## src/hdl/dsp_pkg.sv

```systemverilog
// Types and constants of the shortest-path unit.
// Depends on nothing.
package dsp_pkg;

	localparam int NODE_FIELD_W   = 6;
	localparam int WEIGHT_FIELD_W = 16;
	localparam int CFG_W          = 7;
	localparam int MAX_RESULTS    = 64;
	localparam int CHAIN_AW       = 6;
	localparam int APB_AW         = 3;

	localparam logic [CFG_W-1:0] NODE_COUNT_RST = 7'd64;

	localparam logic [1:0] MODE_ADD   = 2'd0;
	localparam logic [1:0] MODE_QUERY = 2'd1;
	localparam logic [1:0] MODE_CLEAR = 2'd2;

	localparam logic [1:0] ST_OK      = 2'd0;
	localparam logic [1:0] ST_UNREACH = 2'd1;
	localparam logic [1:0] ST_FULL    = 2'd2;

	localparam logic REG_NODE_COUNT = 1'b0;

	typedef struct packed {
		logic latch;
		logic add_edge;
		logic clear_edges;
		logic q_init;
		logic round_start;
		logic scan;
		logic settle;
		logic round_inc;
		logic edge_rd;
		logic relax;
		logic walk_start;
		logic walk_push;
		logic walk_next;
		logic emit_load;
		logic load_err;
	} dsp_cmd_t;

	typedef struct packed {
		logic [1:0] mode;
		logic       full;
		logic       q_bad;
		logic       scan_done;
		logic       found;
		logic       rounds_done;
		logic       edge_done;
		logic       dst_reached;
		logic       walk_end;
		logic       emit_last;
		logic       out_free;
	} dsp_stat_t;

endpackage

```

## src/hdl/dsp_ctrl.sv

```systemverilog
// Controller state machine: sequences edge loading, the search and path output.
// Depends on dsp_pkg.
module dsp_ctrl (
	input  logic               clk,
	input  logic               arst_n,
	input  logic               in_valid,
	output logic               in_ready,
	input  dsp_pkg::dsp_stat_t stat,
	output dsp_pkg::dsp_cmd_t  cmd
);
	import dsp_pkg::*;

	localparam logic [3:0] S_IDLE     = 4'd0;
	localparam logic [3:0] S_DECODE   = 4'd1;
	localparam logic [3:0] S_ERR      = 4'd2;
	localparam logic [3:0] S_ROUND    = 4'd3;
	localparam logic [3:0] S_SCAN     = 4'd4;
	localparam logic [3:0] S_EDGE_RD  = 4'd5;
	localparam logic [3:0] S_EDGE_CHK = 4'd6;
	localparam logic [3:0] S_EDGE_UPD = 4'd7;
	localparam logic [3:0] S_PATH     = 4'd8;
	localparam logic [3:0] S_PUSH     = 4'd9;
	localparam logic [3:0] S_WAIT     = 4'd10;
	localparam logic [3:0] S_EMIT_RD  = 4'd11;
	localparam logic [3:0] S_EMIT_LD  = 4'd12;

	logic [3:0] state_q, state_d;

	assign in_ready = (state_q == S_IDLE);

	always_comb begin
		state_d = state_q;
		cmd     = '0;
		case (state_q)
			S_IDLE: begin
				if (in_valid) begin
					cmd.latch = 1'b1;
					state_d   = S_DECODE;
				end
			end
			S_DECODE: begin
				case (stat.mode)
					MODE_ADD: begin
						if (stat.full) begin
							state_d = S_ERR;
						end else begin
							cmd.add_edge = 1'b1;
							state_d      = S_IDLE;
						end
					end
					MODE_QUERY: begin
						if (stat.q_bad) begin
							state_d = S_ERR;
						end else begin
							cmd.q_init = 1'b1;
							state_d    = S_ROUND;
						end
					end
					MODE_CLEAR: begin
						cmd.clear_edges = 1'b1;
						state_d         = S_IDLE;
					end
					default: state_d = S_IDLE;
				endcase
			end
			S_ERR: begin
				if (stat.out_free) begin
					cmd.load_err = 1'b1;
					state_d      = S_IDLE;
				end
			end
			S_ROUND: begin
				if (stat.rounds_done) begin
					state_d = S_PATH;
				end else begin
					cmd.round_start = 1'b1;
					state_d         = S_SCAN;
				end
			end
			S_SCAN: begin
				if (!stat.scan_done) begin
					cmd.scan = 1'b1;
				end else if (!stat.found) begin
					state_d = S_PATH;
				end else begin
					cmd.settle = 1'b1;
					state_d    = S_EDGE_RD;
				end
			end
			S_EDGE_RD: begin
				if (stat.edge_done) begin
					cmd.round_inc = 1'b1;
					state_d       = S_ROUND;
				end else begin
					cmd.edge_rd = 1'b1;
					state_d     = S_EDGE_CHK;
				end
			end
			S_EDGE_CHK: state_d = S_EDGE_UPD;
			S_EDGE_UPD: begin
				cmd.relax = 1'b1;
				state_d   = S_EDGE_RD;
			end
			S_PATH: begin
				if (!stat.dst_reached) begin
					state_d = S_ERR;
				end else begin
					cmd.walk_start = 1'b1;
					state_d        = S_PUSH;
				end
			end
			S_PUSH: begin
				cmd.walk_push = 1'b1;
				state_d       = stat.walk_end ? S_EMIT_RD : S_WAIT;
			end
			S_WAIT: begin
				cmd.walk_next = 1'b1;
				state_d       = S_PUSH;
			end
			S_EMIT_RD: state_d = S_EMIT_LD;
			S_EMIT_LD: begin
				if (stat.out_free) begin
					cmd.emit_load = 1'b1;
					state_d       = stat.emit_last ? S_IDLE : S_EMIT_RD;
				end
			end
			default: state_d = S_IDLE;
		endcase
	end

	always_ff @(posedge clk or negedge arst_n) begin
		if (!arst_n)
			state_q <= S_IDLE;
		else
			state_q <= state_d;
	end

endmodule

```

## config.mk

```make
export PLATFORM = sky130hd
export DESIGN_NAME = dsp_ctrl
export DESIGN_NICKNAME = d
export VERILOG_FILES = /design/src/hdl/dsp_pkg.sv /design/src/hdl/dsp_ctrl.sv
export SDC_FILE = /design/constraint.sdc
export NUM_CORES = 1
export LEC_CHECK = 0
export ABC_AREA = 1
export BUFFER_PORTS_ARGS = -buffer_cell sky130_fd_sc_hd__buf_4
export CAP_MARGIN = 20
export CORE_AREA = 2 2 50 52
export CTS_CLUSTER_DIAMETER = 50
export DETAILED_ROUTE_END_ITERATION = 7
export DIE_AREA = 0 0 52 54
export GPL_TIMING_DRIVEN = 0
export PLACE_DENSITY = 0.53
export SYNTH_ARGS = -nofsm -noshare
export SYNTH_HDL_FRONTEND = slang
export SYNTH_SLANG_ARGS = --single-unit
```

## constraint.sdc

```tcl
create_clock -name clk -period 3.24 [get_ports clk]
set_clock_uncertainty 0.15 [all_clocks]
set_input_delay 0.324 -clock clk [delete_from_list [all_inputs] [get_ports clk]]
set_output_delay 0.324 -clock clk [all_outputs]
set_load 0.01 [all_outputs]
```

After elaboration in Yosys (flattened, before gate mapping)
Index checks and enable logic that the tools add are counted.
{ "totals": {"register_bits": 4, "output_inout_bits": 16} }
{ "op_classes": {"eq_ne": 18, "mux": 39, "n_reduce_logical": 3} }
{ "ops": {"columns": ["operator", "n"], "rows": [
  ["4-bit case mux with 13 select lines", 1],
  ["4-bit 2-to-1 mux", 8],
  ["1-bit 2-to-1 mux", 24],
  ["4-bit equality test (second input constant)", 5],
  ["4-bit by 3-bit equality test with 1-bit output (second input constant)", 4],
  ["4-bit by 2-bit equality test with 1-bit output (second input constant)", 2],
  ["2-bit inequality test (second input constant)", 4],
  ["4-bit case mux with 2 select lines", 1],
  ["2-bit 2-to-1 mux", 3],
  ["3-bit 2-to-1 mux", 2],
  ["4-bit by 1-bit equality test with 1-bit output (second input constant)", 1],
  ["4-bit zero test", 1],
  ["4-bit AND reduction", 1],
  ["2-bit by 1-bit equality test with 1-bit output (second input constant)", 1],
  ["2-bit equality test (second input constant)", 1],
  ["2-bit zero test", 1]
]} }

Longest topological paths before layout
Gate-level depths: netlist of run 1.
{ "depth": {"word_depth": 3, "mapped_depth": 9, "mapped_depth_nobuf": 9} }

Worst setup path after synthesis of run 1
No wires, ideal clock.
{ "synth_path": {"kind": "reg-to-output", "startpoint": "register state_q[2]", "endpoint": "output port cmd[12] in the netlist's numbering", "arrival_time_ns": 1.032, "slack_ns": 1.734, "path_stages_with_launch": 6, "path_cell_list": "dfrtp_1 -> inv_1 -> nand2_1 -> nor2_1 -> inv_1 -> nor3_1"} }
{ "synth_rtl": {"columns": ["element", "line_no", "text"], "rows": [
  ["from (decl)", "dsp_ctrl.sv:27", "logic [3:0] state_q, state_d;"],
  ["from (signal assigned)", "dsp_ctrl.sv:135", "state_q <= state_d;"],
  ["to (decl)", "dsp_ctrl.sv:9", "output dsp_pkg::dsp_cmd_t cmd"]
]} }

==> summary.md, run 1 <==
| Metric | Value |
|---|---|
| Outcome | `complete, no violations` |
| Max reg flops | `4` |
| Final ANT Viol Nets | `0` |
| DRT iter0 DRCs | `18` |
| Post-layout nets | `158` |
| Internal power | `260.9 uW` |
| Die Ht | `54 um` |
| EDFF count, synth | `0` |
| Number of core rows | `18` |
| Headroom to the max-slew limit | `80.53%` |
| Die Area | `2808 um^2` |
| Synth unique cells | `14` |
| Setup WS post-layout | `1.367 ns` |
| GR Overflow Total | `0` |
| Max rail drop VDD | `228.4 uV` |
| Number of antenna violations at the first check in global routing | `0` |
| Met1 usage | `13.27%` |
| Clock group share of total power | `10.5%` |
| Worst EP required | `2.77 ns` |
| Initial Util | `23.03%` |
| Synth top area cells | `nand2_1, dfrtp_1, inv_1` |
| Worst Tran Pin Value | `0.2910 ns` |
| Max-Cap Viols | `0` |
| Slew Viols, Final | `0` |
| PortBufs | `30` |
| Dominant cell type by area after synthesis | `nand2_1` |
| Largest net degree at the start of global routing | `7` |
| Io pins | `31` |
| Net Sw Frac | `52.82%` |
| RSZ-0062 raised after global routing | `false` |
| Leak | `0.0005491 uW` |
| Largest regs | `state_q x4` |
| Yosys reg bits | `4` |
| Synth Net Count | `122` |
| Synthesized area per cell | `4.993 um^2` |
| Arr. time, crit path | `1.40 ns` |
| Met2 GRT Util | `18.99%` |
| Busiest grt layer | `met2` |
| Clk sink count | `4` |
| Cells after synthesis | `107` |
| Final WL | `1487 um` |
| Drt wl/cell | `8.696 um` |
| Clk_lat worst skew | `0.23 ns` |
| Synth warnings | `0` |
| Vias per std cell | `4.187` |
| CTS root buf | `clkbuf_4` |
| Gr usage total | `11.15%` |
| Critical Setup Path Class | `reg -> out` |
| Synthesized area | `534.3 um^2` |
| Final GP Congestion | `0.8584` |
| CTS clk-pin slew, worst paths | `0.04 ns` |
| Final Util | `35.76%` |
| Final Setup Violations | `0` |
| First-pass GRT wire length | `2352 um` |
| CTS Buffer Depth | `2` |
| Top cell type's share of synthesized area | `25.29%` |
| Ant. Diodes | `0` |
| DP Worst Slack | `1.597 ns` |
| Crit-path max FO | `6` |
| Vias after detailed routing | `716` |
| CTS buffer count | `3` |
| Area grow syn2layout | `55.27%` |
| Sequential area share after synthesis | `18.74%` |
| Layout cells sized above 1 | `31.21%` |
| Main flop type after synthesis | `dfrtp_1` |
| Die X | `52 um` |
| Core area | `2320 um^2` |
| Fmax | `534.0 MHz` |
| Vias in the first global route | `629` |
| CTS tree | `done` |
| DRC | `0` |
| Seq pwr share | `19.6%` |
| Setup TNS Final | `0 ns` |
| Post-synth top cells | `nand2_1, inv_1, nor2_1, nand3_1` |
| Worst hold path class | `in -> async` |
| Met3 usage | `1.389%` |
| Biggest register | `state_q` |
| CP endpoint kind | `output pin` |
| Asr flop ratio synth | `100.0%` |
| Final Non-Filler Cells | `171` |
| Initial DRT Pass Iterations | `4` |
| Fillers | `270` |
| Hold_ws | `0.2810 ns` |
| Pwr Density | `666.5 nW/um^2` |
| Post-route minimum period | `1.873 ns` |
| CP startpoint kind | `flop` |
| DP HPWL | `1315 um` |
| Placed insts | `167` |
| H-tree lvl count | `1` |
| Psw | `292.0 uW` |
| Most instantiated library cell after synthesis | `nand2_1` |
| Final hold viol count | `0` |
| Tcrit/Tclk final | `57.79%` |
| Combinational share of power | `69.9%` |
[placed cells by master (no fill, tap or decap), types with 2 or more instances in the layout]
cell type,netlist,final
nand2_1,36,36
buf_4,0,30
inv_1,23,23
nor2_1,16,16
nand3_1,9,9
nor2_2,4,4
nor3_1,4,4
dfrtp_1,4,4
inv_2,3,3
clkbuf_4,0,3
nand2_2,2,2
o21ai_0,2,2
[cell type report]
| cell class | instances | area [um^2] | area share, % |
|---|---|---|---|
| Multi-Input combinational cell | 77 | 336.6 | 40.57 |
| Timing Repair Buffer | 31 | 235.2 | 28.36 |
| Sequential cell | 4 | 100.1 | 12.07 |
| Inverter | 26 | 97.59 | 11.76 |
| Tap cell | 30 | 37.54 | 4.525 |
| Clock buffer | 3 | 22.52 | 2.715 |
[critical path: stages, from the launching register on]
cell,delay [ns]
dfrtp_1,0.43
inv_1,0.12
nand2_1,0.09
nor2_1,0.17
inv_1,0.08
nor3_1,0.13
buf_4,0.15
[power groups by stage]
stage | Clock, uW | Sequential (uW) | Combinational (uW)
finish | 58.0 | 108 | 387
global route | 69.6 | 110 | 443
CTS | 60.7 | 107 | 391
detailed placement | 0 | 107 | 390
global placement | 0 | 108 | 389
floorplan | 0 | 99.2 | 264
[final timing paths]
kind                            startpoint         end  slack, ns  cells after the start
min in group clk                   stat[0]  state_q[1]       0.30                      4
worst min-delay path                arst_n  state_q[0]       0.28                      2
max in group asynchronous           arst_n  state_q[2]       2.56                      2
worst max register to register  state_q[1]  state_q[2]       1.75                      9
worst max-delay path            state_q[2]     cmd[13]       1.37                      6
worst min register to register  state_q[2]  state_q[2]       0.47                      2
[through the flow]
stage,cell area [um^2],power (uW)
detailed placement,797.0,497.2
global placement,797.0,496.9
CTS,829.5,558.6
finish,829.5,552.9
floorplan,534.3,362.9
global route,829.5,623.1
[cells by family after synthesis]
group                  synth area share, %
flip-flops                           18.74
AO/OA/AOI/OAI                        2.809
buffers and inverters                18.27
AND/OR/NAND/NOR                      60.19
[layer usage]
| layer | up-vias | wire, um | part of all wire, % |
|---|---|---|---|
| li1 | 387 | - | - |
| met2 | 30 | 688 | 46 |
| met5 | - | 0 | 0 |
| met3 | 4 | 111 | 7.5 |
| met1 | 295 | 652 | 44 |
| met4 | 0 | 35 | 2.4 |
[what timing repair did]
item | in CTS | in global routing
hold buffers | 1 | 0
resized for setup | 0 | 0
hold endpoints to repair | 4 | 0
buffers inserted | 0 | 0
No activity file was read; power rests on OpenSTA's default activity.
==> inputs of run 2 (changes only) <==
--- a/config.mk
+++ b/config.mk
@@ -13,7 +13,7 @@
 export DETAILED_ROUTE_END_ITERATION = 7
 export DIE_AREA = 0 0 52 54
 export GPL_TIMING_DRIVEN = 0
-export PLACE_DENSITY = 0.53
+export PLACE_DENSITY = 0.54
 export SYNTH_ARGS = -nofsm -noshare
 export SYNTH_HDL_FRONTEND = slang
 export SYNTH_SLANG_ARGS = --single-unit
==> constraint.sdc (replaced) <==
create_clock -name clk -period 1.5 [get_ports clk]
set_clock_uncertainty 0.15 [all_clocks]
set_input_delay 0.15 -clock clk [delete_from_list [all_inputs] [get_ports clk]]
set_output_delay 0.15 -clock clk [all_outputs]
set_load 0.01 [all_outputs]
==> summary.md, run 2 (synthesis gave the netlist of run 1 again) <==
| Metric | Value |
|---|---|
| Headroom to the max-slew limit | `85.06% (was 80.53%)` |
| FF-to-FF setup slack | `0.03 ns (was 1.75 ns)` |
| Violated checks | `negative setup slack` |
| Initial Util | `23.03% (unchanged)` |
| Vias after detailed routing | `740 (was 716)` |
| Core area | `2320 um^2 (unchanged)` |
| CP startpoint kind | `flop (unchanged)` |
| Max rail drop VDD | `626.4 uV (was 228.4 uV)` |
| Vias per std cell | `4.157 (was 4.187)` |
| Outcome | `finished, violations left (was complete, no violations)` |
| Io pins | `31 (unchanged)` |
| RSZ-0062 raised after global routing | `true (was false)` |
| Final Non-Filler Cells | `178 (was 171)` |
| Number of antenna violations at the first check in global routing | `0 (unchanged)` |
| Hold_ws | `0.09725 ns (was 0.2810 ns)` |
| Post-route minimum period | `1.612 ns` |
| Worst Tran Pin Value | `0.2238 ns (was 0.2910 ns)` |
| Vias in the first global route | `676 (was 629)` |
| Initial DRT Pass Iterations | `4 (unchanged)` |
| Tcrit/Tclk final | `107.5%` |
| Crit-path max FO | `5 (was 6)` |
| Worst reg2reg startpoint | `state_q[1] (unchanged)` |
| Die Area | `2808 um^2 (unchanged)` |
| Leak | `0.0006006 uW (was 0.0005491 uW)` |
| Final Setup Violations | `11 (was 0)` |
| DP HPWL | `1395 um (was 1315 um)` |
| Fillers | `270 (unchanged)` |
| Final hold viol count | `0 (unchanged)` |
| Die Ht | `54 um (unchanged)` |
| Placed insts | `167 (unchanged)` |
| Worst EP required | `1.20 ns (was 2.77 ns)` |
| Most common cell after layout, fill and taps aside | `buf_4 (was nand2_1)` |
| Number of core rows | `18 (unchanged)` |
| Worst hold path class | `in -> async (unchanged)` |
| CTS buffer count | `3 (unchanged)` |
| PortBufs | `30 (unchanged)` |
| Final ANT Viol Nets | `0 (unchanged)` |
| Arr. time, crit path | `1.31 ns (was 1.40 ns)` |
| CTS clk-pin slew, worst paths | `0.04 ns (about the same)` |
| Setup WS post-layout | `-0.1122 ns (was 1.367 ns)` |
| Clk_lat worst skew | `0.23 ns (about the same)` |
| Ant. Diodes | `0 (unchanged)` |
| R2R cell count | `9 (unchanged)` |
| Slew Viols, Final | `0 (unchanged)` |
| Clk sink count | `4 (unchanged)` |
| Final WL | `1718 um (was 1487 um)` |
| Critical Setup Path Class | `reg -> out (unchanged)` |
| CTS Buffer Depth | `2 (unchanged)` |
| Total power | `1577 uW (was 552.9 uW)` |
| R2r endpoint | `state_q[2] (unchanged)` |
| CP endpoint kind | `output pin (unchanged)` |
| Die X | `52 um (unchanged)` |
| Max reg flops | `4 (unchanged)` |
| Biggest register | `state_q (unchanged)` |
| Pwr Density | `1594 nW/um^2 (was 666.5 nW/um^2)` |
| Drt wl/cell | `9.652 um (was 8.696 um)` |
| Post-layout nets | `165 (was 158)` |
| Fmax | `620.3 MHz` |
| Area grow syn2layout | `85.25% (was 55.27%)` |
| GR Overflow Total | `0 (unchanged)` |
| H-tree lvl count | `1 (unchanged)` |
| Max-Cap Viols | `0 (unchanged)` |
| Final GP Congestion | `0.7767 (was 0.8584)` |
| Largest net degree at the start of global routing | `6 (was 7)` |
| First-pass GRT wire length | `2787 um (was 2352 um)` |
| Layout cells sized above 1 | `49.32% (was 31.21%)` |
| DRC | `0 (unchanged)` |
| DRT iter0 DRCs | `8 (was 18)` |
| CTS tree | `done (unchanged)` |
| Gr usage total | `13.13% (was 11.15%)` |
| Most frequent cells in the layout | `buf_4, nand2_1, inv_1 (was nand2_1, buf_4, inv_1)` |
| Largest regs | `state_q x4 (unchanged)` |
| CTS root buf | `clkbuf_4 (unchanged)` |
run 2: cell types whose count changed in the layout (fill, tap and decap cells not counted), moves of 4 or more:
cell,change
inv_2,+4
nor2_4,+5
buf_6,+5
nand2_1,-6
nor2_1,-5
inv_1,-5
run 2: worst max path at each step:
stage | to | startpoint | cells past startpoint
2_1_floorplan | cmd[12] | state_q[2] | 5
3_3_place_gp | cmd[13] | state_q[2] | 6
5_1_grt | cmd[12] | state_q[1] | 6
3_5_place_dp | cmd[13] | state_q[2] | 6
4_1_cts | cmd[12] | state_q[1] | 6
6_report | cmd[12] | state_q[1] | 6
run 2: repair_timing:
item | in CTS | in global routing
pin swaps | 6 | 5
buffers inserted | 6 | 1
hold buffers | 1 | 0
resized for setup | 24 | 12
endpoints found under the hold margin | 4 | 0
setup endpoints to repair | 12 | 20
run 2: metal layers:
layer	up-vias	GRT usage, %	wire, um
met5	-	0	0
met4	0	2.632	25
met3	4	2.500	92
met2	24	22.57	837
met1	309	17.08	763
li1	403	-	-
run 2: layout make-up:
| class | instances | area (um^2) | share of cell area, % |
|---|---|---|---|
| sequential | 4 | 103.9 | 10.49 |
| multi-input combinational | 77 | 419.2 | 42.35 |
| tap | 30 | 37.54 | 3.793 |
| inverter | 26 | 100.1 | 10.11 |
| timing repair buffer | 38 | 306.5 | 30.97 |
| clock buffer | 3 | 22.52 | 2.276 |
run 2: per-stage QoR:
step                TNS (ns)  setup WS, ns  area [um^2]  utilization, %
CTS                  -0.7444      -0.08755        947.2           40.83
floorplan                  0        0.1683        534.3               -
finish               -0.5059       -0.1122        989.7           42.66
global placement           0       0.04366        797.0           34.36
global route          -1.711       -0.1580        989.7           42.66
detailed placement         0       0.01047        797.0           34.36
run 2: worst max-delay path, cell delays in order, from the launching register on:
cell and delay [ns]:
dfrtp_2 0.45, inv_4 0.11, nand2_4 0.06, nor2_4 0.11
inv_2 0.06, nor3_2 0.15, buf_4 0.14
run 2: where the power goes:
| part | internal (uW) | total [uW] | switching (uW) | leakage, uW |
|---|---|---|---|---|
| combinational | 516 | 1190 | 678 | 0.000538 |
| sequential | 165 | 251 | 86.2 | 0.0000489 |
| clock | 89.3 | 132 | 42.2 | 0.0000138 |
